`config.mk`:
```
export PLATFORM = sky130hd
export DESIGN_NAME = tpckv_key_mem
export DESIGN_NICKNAME = d
export VERILOG_FILES = /design/src/hdl/tpckv_pkg.sv /design/src/hdl/tpckv_key_mem.sv
export SDC_FILE = /design/constraint.sdc
export NUM_CORES = 2
export LEC_CHECK = 0
export BUFFER_PORTS_ARGS = -buffer_cell sky130_fd_sc_hd__buf_2
export CORE_UTILIZATION = 45
export DETAILED_ROUTE_END_ITERATION = 16
export PLACE_DENSITY = 0.61
export SLEW_MARGIN = 30
export SYNTH_ARGS = -nofsm -noshare
export SYNTH_HDL_FRONTEND = slang
export SYNTH_SLANG_ARGS = --single-unit
```
`constraint.sdc`:
```
create_clock -name clk -period 10.85 [get_ports clk]
set_input_delay 1.085 -clock clk [delete_from_list [all_inputs] [get_ports clk]]
set_output_delay 1.085 -clock clk [all_outputs]
set_load 0.005 [all_outputs]
```
`src/hdl/tpckv_pkg.sv`:
```
// Shared constants, codes and memory write-port types for the two-phase-commit key-value table.
// No dependencies.

package tpckv_pkg;

    // Number of table slots and the index width that follows from it.
    localparam int TABLE_ENTRIES = 64;
    localparam int IDX_W         = $clog2(TABLE_ENTRIES);
    localparam logic [IDX_W-1:0] LAST_IDX = IDX_W'(TABLE_ENTRIES - 1);

    localparam int KEY_W   = 32;
    localparam int VALUE_W = 64;

    // Action codes; 4..7 are unrecognized.
    localparam logic [2:0] ACT_READ   = 3'd0;
    localparam logic [2:0] ACT_CREATE = 3'd1;
    localparam logic [2:0] ACT_UPDATE = 3'd2;
    localparam logic [2:0] ACT_DELETE = 3'd3;

    // Phase codes.
    localparam logic [1:0] PH_PREPARE  = 2'd0;
    localparam logic [1:0] PH_COMMIT   = 2'd1;
    localparam logic [1:0] PH_ROLLBACK = 2'd2;

    typedef enum logic [3:0] {
        STAT_READ_HIT      = 4'd0,
        STAT_NOT_FOUND     = 4'd1,
        STAT_ALREADY_PREP  = 4'd2,
        STAT_PREPARE_OK    = 4'd3,
        STAT_PREPARE_FAIL  = 4'd4,
        STAT_NOT_PREPARED  = 4'd5,
        STAT_WRITTEN       = 4'd6,
        STAT_DELETED       = 4'd7,
        STAT_INVALID_OP    = 4'd8,
        STAT_ROLLED_BACK   = 4'd9,
        STAT_INVALID_PHASE = 4'd10,
        STAT_TABLE_FULL    = 4'd11
    } status_t;

    typedef struct packed {
        logic             en;
        logic [IDX_W-1:0] addr;
        logic [KEY_W-1:0] data;
    } key_wr_t;

    typedef struct packed {
        logic               en;
        logic [IDX_W-1:0]   addr;
        logic [VALUE_W-1:0] data;
    } val_wr_t;

endpackage

```
`src/hdl/tpckv_key_mem.sv`:
```
// Slot key memory: one write port, one read port, registered read data.
// Depends on tpckv_pkg.

module tpckv_key_mem (
    input  logic                    clk,
    input  logic                    rd_en,
    input  logic [tpckv_pkg::IDX_W-1:0] rd_addr,
    output logic [tpckv_pkg::KEY_W-1:0] rd_data,
    input  tpckv_pkg::key_wr_t      wr
);
    import tpckv_pkg::*;

    logic [KEY_W-1:0] mem [TABLE_ENTRIES];

    always_ff @(posedge clk)
    begin
        if (wr.en)
        begin
            mem[wr.addr] <= wr.data;
        end
    end

    always_ff @(posedge clk)
    begin
        if (rd_en)
        begin
            rd_data <= mem[rd_addr];
        end
    end

endmodule

```
==> results.yml <==
synth:
  synth_area_mm2: 0.0788
  yosys_warnings: 0
  yosysSeqAreaShare_pct: 79.2
  avgSynthCellArea_um2: 23.7
  synthesis.nets: 3371
  postSynthCellCount: 3324
  yosysUniqueCellTypes: 33
  ys_ff_latch: 2080
detailed_routing:
  vias: 37073
  postRouteAntennaNets: 0
  wl_um: 206000
  drc: 0
  first_pass_iters: 5
  routedWlPerCell_um: 34.0
  first_iter_violations: 5313
  viasPerCell: 6.13
timing:
  slew_violations: 0
  finalCritPeriodShare_pct: 43.8
  hold_viol_final: 0
  tightest_slew_ns: 1.08
  fmax_ghz: 0.210
  layout_min_cycle_time_ns: 4.75
  finClkSkew_ns: 0.0281
  finalSetupViolations: 0
  slew_headroom_pct: 27.5
  tns_ns: 0
  grt_setup_unrepaired: "no"
pwr:
  p_leak_nw: 27.6
  report.power.total_mw: 16.7
  ir_drop_v: 0.000142
  p_int_mw: 13.2
  p_per_area_mw_per_mm2: 187
  net-switching-power_mw: 3.50
  p_clk_share_pct: 41.3
  pwr-share-comb_pct: 5.0
  power_frac_seq_pct: 53.6
  netSwitchingFraction_pct: 21.0
grt:
  grt_antenna_before_repair: 15
  grt_usage_pct: 23.6
  grt_start_max_net_pins: 107
  grt-ovfl-total: 0
  grt_pass1_wl_um: 288000
  grt_pass1_vias: 37062
placed_design:
  dpl.hpwl_um: 106000
  io_buffers: 78
  gp_congestion: 0.830
  placed_cell_area_mm2: 0.0828
worst_setup_path:
  worst_path_most_repeated_cell: "mux4_2"
  reg2reg_depth: 4
  crit_required_ns: 11.37
  slowest_stage: "buf_4"
  path_cells: "buf_8 -> buf_12 -> buf_4 -> mux4_2 -> mux4_2 -> o22ai_1 -> nor2_1"
  cp_slowest_stage_delay_ns: 0.87
  path_class: "input port to flip-flop"
  start_kind: "input port"
  end_kind: "flip-flop"
  critPathMaxFanout: 106
  arrival_ns: 5.27
job:
  cap_violations: 0
clock_tree:
  cts-buffers-inserted: 201
  clock_sinks: 2080
  cts.clk_slew.worst_paths_ns: 0.06
  hold_buffers: 0
  clock_latency_ns: 0.83
  cts_resized: 0
  post_cts_buffers: 0
  clockRootBuffer: "clkbuf_16"
  htreeDepth: 4
  cts_tree: "built"
  clk_path_buf_depth: 3
finish:
  area_growth_pct: 13.3
  final_common_cell: "edfxtp_1"
  mostFrequentLayoutCells: "2080 x edfxtp_1, 544 x mux4_2, 208 x clkbuf_16, 121 x buf_4, 93 x mux2i_1"
  nets: 3596
  drive_above_1_share_pct: 29.4
  fin_area_mm2: 0.0893
  fillers: 13415
floorplan:
  row_count: 153
  die_w_um: 421
  fp.dieH_um: 421
  initial_core_util_pct: 45.3
  io_pins: 79
  core_mm2: 0.174
  dieArea_mm2: 0.177
hold_path:
  whs_path_depth: 1
  min_path_type: "input port to flip-flop"
outcome:
  status: "completed"
-- cells by family (layout without fill, tap and decap cells) --
family,count (synthesis),in the layout,share of synthesized area [%]
AOI/OAI and AO/OA,202,202,1.67
buffers and inverters,182,576,1.12
other,0,3,0
muxes,637,637,16.7
DFF,2080,2080,79.2
and+or+nand+nor,223,223,1.26
-- worst paths after layout --
kind / startpoint / endpoint / slack, ns
max: rd_addr[1] / rd_data[25] / 6.10
min: wr[0] / mem[39][0] / 0.84
max reg2reg: mem[27][25] / rd_data[25] / 8.10
min reg2reg: mem[58][20] / rd_data[20] / 0.95
-- worst max-delay path: cells and delay by family --
| kind | cells | cell delay [ns] |
|---|---|---|
| multiplexers | 2 | 1.00 |
| AO/OA/AOI/OAI | 1 | 0.79 |
| buffers and inverters | 3 | 1.87 |
| AND/OR/NAND/NOR | 1 | 0.22 |
-- per-layer routing --
| metal | track usage [%] | up-vias | wire length (µm) |
|---|---|---|---|
| met5 | 0 | - | 61 |
| met4 | 7.32 | 8 | 6430 |
| met3 | 4.36 | 270 | 17700 |
| met2 | 36.8 | 1805 | 97400 |
| met1 | 34.1 | 20229 | 84000 |
| li1 | - | 14761 | - |
-- synthesized netlist by cell type (all sizes together) --
cell	number	area, µm²
edfxtp	2080	62500
mux4	544	12300
nor2	137	514
buf	108	608
mux2i	93	931
o22ai	84	526
clkbuf	74	278
a21oi	62	310
o221ai	27	236
nand2	26	97.6
nor2b	15	93.8
a22oi	12	90.1
a311oi	8	70.1
nand2b	8	50.1
nor3	7	35.0
nand3	5	25.0
nand3b	5	37.5
or3b	5	43.8
a41o	4	40.0
and3	4	25.0
o32ai	4	35.0
or2	3	18.8
or3	3	18.8
and2	2	12.5
nand4	2	12.5
a31oi	1	6.26
nand4b	1	8.76
-- power groups by stage --
stage | clock (mW) | sequential (mW) | combinational [mW]
after floorplan | 0 | 9.10 | 0.433
after global placement | 0 | 9.11 | 0.834
after detailed placement | 0 | 9.12 | 0.841
after CTS | 6.99 | 8.94 | 0.843
after global routing | 7.29 | 8.94 | 0.880
final | 6.89 | 8.94 | 0.840
-- cell type report --
type,count,area [µm²],share of cell area (%)
Antenna cell,3,7.51,0.00840
Clock buffer,255,5380,6.02
Clock inverter,117,1090,1.22
Multi-Input combinational cell,1062,16000,17.9
Sequential cell,2080,62500,69.9
Tap cell,2325,2910,3.26
Timing Repair Buffer,204,1500,1.67
-- metrics by stage --
step                      worst slack [ns]  cells  utilization [%]  hold WS, ns
after floorplan                       6.61   3324                -        0.750
after global placement                5.14   5669             47.6        0.929
after detailed placement              5.23   5669             47.6        0.928
after CTS                             6.15   6041             51.3        0.780
after global routing                  6.07   6043             51.3        0.825
final                                 6.10   6046             51.3        0.844
-- sequential cells by signal (all words and copies together) (netlist names) --
register / flops
mem: 2048
rd_data: 32
Note: power is estimated with default switching activity, not from simulation.
