==> config.mk <==
export PLATFORM = sky130hd
export DESIGN_NAME = tpckv_val_mem
export DESIGN_NICKNAME = d
export VERILOG_FILES = /design/src/hdl/tpckv_pkg.sv /design/src/hdl/tpckv_val_mem.sv
export SDC_FILE = /design/constraint.sdc
export NUM_CORES = 2
export LEC_CHECK = 0
export BUFFER_PORTS_ARGS = -buffer_cell sky130_fd_sc_hd__buf_2
export CAP_MARGIN = 20
export CORE_ASPECT_RATIO = 0.7
export CORE_MARGIN = 2
export CORE_UTILIZATION = 35
export DETAILED_ROUTE_END_ITERATION = 6
export GPL_TIMING_DRIVEN = 0
export HOLD_SLACK_MARGIN = 0.03
export REMOVE_ABC_BUFFERS = 1
export SYNTH_ARGS = -nofsm -noshare
export SYNTH_HDL_FRONTEND = slang
export SYNTH_SLANG_ARGS = --single-unit
==> constraint.sdc <==
create_clock -name clk -period 8.18 [get_ports clk]
set_clock_uncertainty 0.15 [all_clocks]
set_input_delay 0.409 -clock clk [delete_from_list [all_inputs] [get_ports clk]]
set_output_delay 0.409 -clock clk [all_outputs]
set_load 0.05 [all_outputs]
==> src/hdl/tpckv_pkg.sv <==
// Shared constants, codes and memory write-port types for the two-phase-commit key-value table.
// No dependencies.

package tpckv_pkg;

    // Number of table slots and the index width that follows from it.
    localparam int TABLE_ENTRIES = 64;
    localparam int IDX_W         = $clog2(TABLE_ENTRIES);
    localparam logic [IDX_W-1:0] LAST_IDX = IDX_W'(TABLE_ENTRIES - 1);

    localparam int KEY_W   = 32;
    localparam int VALUE_W = 64;

    // Action codes; 4..7 are unrecognized.
    localparam logic [2:0] ACT_READ   = 3'd0;
    localparam logic [2:0] ACT_CREATE = 3'd1;
    localparam logic [2:0] ACT_UPDATE = 3'd2;
    localparam logic [2:0] ACT_DELETE = 3'd3;

    // Phase codes.
    localparam logic [1:0] PH_PREPARE  = 2'd0;
    localparam logic [1:0] PH_COMMIT   = 2'd1;
    localparam logic [1:0] PH_ROLLBACK = 2'd2;

    typedef enum logic [3:0] {
        STAT_READ_HIT      = 4'd0,
        STAT_NOT_FOUND     = 4'd1,
        STAT_ALREADY_PREP  = 4'd2,
        STAT_PREPARE_OK    = 4'd3,
        STAT_PREPARE_FAIL  = 4'd4,
        STAT_NOT_PREPARED  = 4'd5,
        STAT_WRITTEN       = 4'd6,
        STAT_DELETED       = 4'd7,
        STAT_INVALID_OP    = 4'd8,
        STAT_ROLLED_BACK   = 4'd9,
        STAT_INVALID_PHASE = 4'd10,
        STAT_TABLE_FULL    = 4'd11
    } status_t;

    typedef struct packed {
        logic             en;
        logic [IDX_W-1:0] addr;
        logic [KEY_W-1:0] data;
    } key_wr_t;

    typedef struct packed {
        logic               en;
        logic [IDX_W-1:0]   addr;
        logic [VALUE_W-1:0] data;
    } val_wr_t;

endpackage

==> src/hdl/tpckv_val_mem.sv <==
// Slot value memory: one write port, one read port, registered read data.
// Depends on tpckv_pkg.

module tpckv_val_mem (
    input  logic                          clk,
    input  logic                          rd_en,
    input  logic [tpckv_pkg::IDX_W-1:0]   rd_addr,
    output logic [tpckv_pkg::VALUE_W-1:0] rd_data,
    input  tpckv_pkg::val_wr_t            wr
);
    import tpckv_pkg::*;

    logic [VALUE_W-1:0] mem [TABLE_ENTRIES];

    always_ff @(posedge clk)
    begin
        if (wr.en)
        begin
            mem[wr.addr] <= wr.data;
        end
    end

    always_ff @(posedge clk)
    begin
        if (rd_en)
        begin
            rd_data <= mem[rd_addr];
        end
    end

endmodule

==> results by group <==
Status
  – Outcome: finished clean

STA
  – RSZ-0062 raised after global routing: no
  – Setup TNS: 0 ns
  – Final worst setup slack: 3.13 ns
  – Pins Over Slew Limit: 0
  – Final Cycle Share: 0.617
  – Hold Slack: 0.0774 ns
  – Tightest Pin Transition: 1.20 ns
  – Fmax: 198 MHz
  – Fin crit period: 5.05 ns
  – Hold Vio Cnt, Final: 0
  – Slew HR: 0.194
  – Endpoints failing setup: 0

Clock tree
  – Postcts setup bufs: 0
  – Post-CTS Hold Buffers: 50
  – Clock Path Buffers: 4
  – Post-cts resize count: 0
  – Worst-Skew Late Latency: 0.98 ns
  – Clk sinks: 4,160
  – H-tree depth: 5
  – CTS clk-pin slew, worst paths: 0.07 ns
  – Total CTS buffers: 377
  – TritonCTS clock tree: built
  – CTS root buffer: clkbuf_16

Synthesis
  – Post-synthesis sequential element count: 4,160
  – Ys async rst share: 0
  – Post-Synthesis Cells: 6,598
  – Area leader, netlist: edfxtp_1
  – Post-synthesis sequential area ratio: 0.796
  – Synthesized area per cell: 23.8 µm²
  – Most used DFF post-synth: edfxtp_1
  – Area contributors post-synth: edfxtp_1 (80%), mux4_2 (15%), mux2i_1 (0.86%)
  – Top cell type's share of synthesized area: 0.796
  – Yosys synthesis warning count: 0
  – EDFF count, synth: 4,160
  – Syn Std Cell Area: 157,000 µm²
  – Synth unique cells: 32

GRT
  – Largest net degree at the start of global routing: 138
  – Gr usage total: 0.185
  – Met2 usage: 0.284
  – Met1 Usage GRT: 0.267
  – Met3 usage: 0.0421
  – Top Usage Layer GRT: met2
  – Initial antenna violation count: 25
  – Global-route wire length before repair: 596 mm
  – Grt total ovfl: 0
  – Vias in the first global route: 74.9k

Die
  – Core area: 446,000 µm²
  – Chip height: 564 µm
  – Starting density of the core: 0.352
  – # IOs: 143
  – Die area: 454,000 µm²
  – Row count: 205
  – Die width: 804 µm

Min path
  – Hold Path Class: in -> reg
  – Hold path cells: 1
  – HP Start: wr[11]
  – Hold Path Sink: mem[21][11]

Route
  – WL per Instance: 32.1 µm
  – Via count: 75.9k
  – DR iter-0 viols: 11.9k
  – Post-route DRC: 0
  – 1st-pass router iterations: 6
  – Drt total wl: 430 mm
  – Post-route ant nets: 0
  – DR vias/cell: 5.67

Power and ir drop
  – Peak supply drop: 181 µV
  – Pwr Density: 238 nW/µm²
  – Pleak: 0.0567 µW
  – Total design power: 43,900 µW

Cells and area
  – Non-Filler Instances: 13.4k
  – FILL cells: 37.7k
  – Register area: 125,000 µm²
  – Fin nets: 7,239
  – Layout cells sized above 1: 0.293
  – Multi-input logic area: 30,800 µm²
  – Area added between synthesis and finish: 17.5%

Critical path
  – Buf+Inv Stages, Crit Path: 6
  – Critical Path Most Common Cell: buf_16
  – CP peak stage delay: 0.59 ns
  – Worst reg-to-reg setup slack: 5.61 ns
  – WS Path Type: in -> reg
  – Critical path peak fanout: 103
  – Worst Setup End Kind: register
  – CP Data Required Time: 8.67 ns
  – Worst Path Arrival: 5.54 ns
  – Critical path's slowest cell: mux4_2
  – Critical R2R Launch: mem[45][60]
  – Worst-path cell chain: buf_12 -> buf_16 -> buf_16 -> buf_16 -> buf_16 -> buf_16 -> mux4_2 -> nor2b_1 -> a211oi_1 -> o22ai_1 -> and3_1
  – Crit-path leading delay family: buffers and inverters
  – Reg2reg path depth: 5
  – RR Endpoint: rd_data[60]
  – Critical Path Source Type: input port

Place
  – Final weighted congestion in routability-driven placement: 0.683
  – Placed Cells incl. Taps: 12.6k
  – Hpwl dp: 272 mm
  – Dpl ws: 2.01 ns
  – IO buf count: 142

Flow run
  – Max-cap violations: 0
[cells in the final DEF, fill, tap and decap left out, drive strengths merged, types with 19 or more instances in the layout]
cell type,count
edfxtp,4160
mux4,1024
buf,495
clkbuf,449
clkinv,171
a22oi,168
mux2i,135
nor2,112
a22o,88
o22ai,83
and3,64
a211oi,63
nand2,58
dlygate4sd3,57
nand3,45
bufinv,43
o221ai,38
inv,33
or3,29
or2,28
nor2b,28
a41oi,26
clkinvlp,20
a2bb2oi,19
[cells by family after synthesis]
logic type	synth area share
AO/OA/AOI/OAI	0.0247
multiplexers	0.156
buffers and inverters	0.0118
flip-flops	0.796
AND/OR/NAND/NOR	0.0123
[cell type report]
cell class	count	area share
Tap cell	5899	0.0400
Antenna cell	7	0.0000950
Multi-Input combinational cell	2049	0.167
Inverter	19	0.000387
Sequential cell	4160	0.677
Clock inverter	248	0.0137
Timing Repair Buffer	553	0.0479
Clock buffer	448	0.0534
[cell usage after synthesis (all sizes together) (2+ instances only)]
master	count
edfxtp	4160
mux4	1024
buf	230
a22oi	168
clkbuf	140
mux2i	135
nor2	112
a22o	88
o22ai	83
and3	64
a211oi	63
nand2	58
nand3	45
o221ai	38
or3	29
nor2b	28
or2	28
a41oi	26
a2bb2oi	19
inv	19
a31oi	18
nand2b	11
and2	3
nand3b	2
nand4	2
nor3	2
[per-layer routing]
layer | wire length (µm) | part of all wire | vias up
li1 | - | - | 29700
met1 | 175000 | 0.41 | 41300
met2 | 197000 | 0.46 | 4232
met3 | 45700 | 0.11 | 654
met4 | 12200 | 0.028 | 8
met5 | 56 | 0.00013 | -
[how the worst max path moves through the flow]
stage	cells after the start	to	slack (ns)	from
3_5_place_dp	11	rd_data[44]	2.01	rd_addr[0]
4_1_cts	11	rd_data[44]	3.01	rd_addr[0]
6_report	11	rd_data[44]	3.13	rd_addr[0]
2_1_floorplan	3	mem[48][0]	2.32	wr[68]
5_1_grt	11	rd_data[63]	2.62	rd_addr[0]
3_3_place_gp	5	rd_data[3]	-41.70	rd_addr[2]
[state kept, by name, indices dropped and copies added (netlist names)]
register	flops
mem	4096
rd_data	64
[worst register-to-register path, delay by kind of cell, from the launching register on]
kind            cells  cell delay [ns]
compound gates      2             0.90
flops               1             0.36
simple gates        1             0.17
mux                 2             0.67
[power by group]
part           switching [µW]  internal, µW
sequential               47.6         23600
clock                    7980         10000
combinational            1360           807
total                    9390         34500
[through the flow]
stage | instance area (µm²) | util
floorplan | 155000 | -
global placement | 163000 | 0.366
detailed placement | 171000 | 0.384
CTS | 184000 | 0.413
global route | 184000 | 0.413
finish | 184000 | 0.413
(Power assumes the default switching activity.)
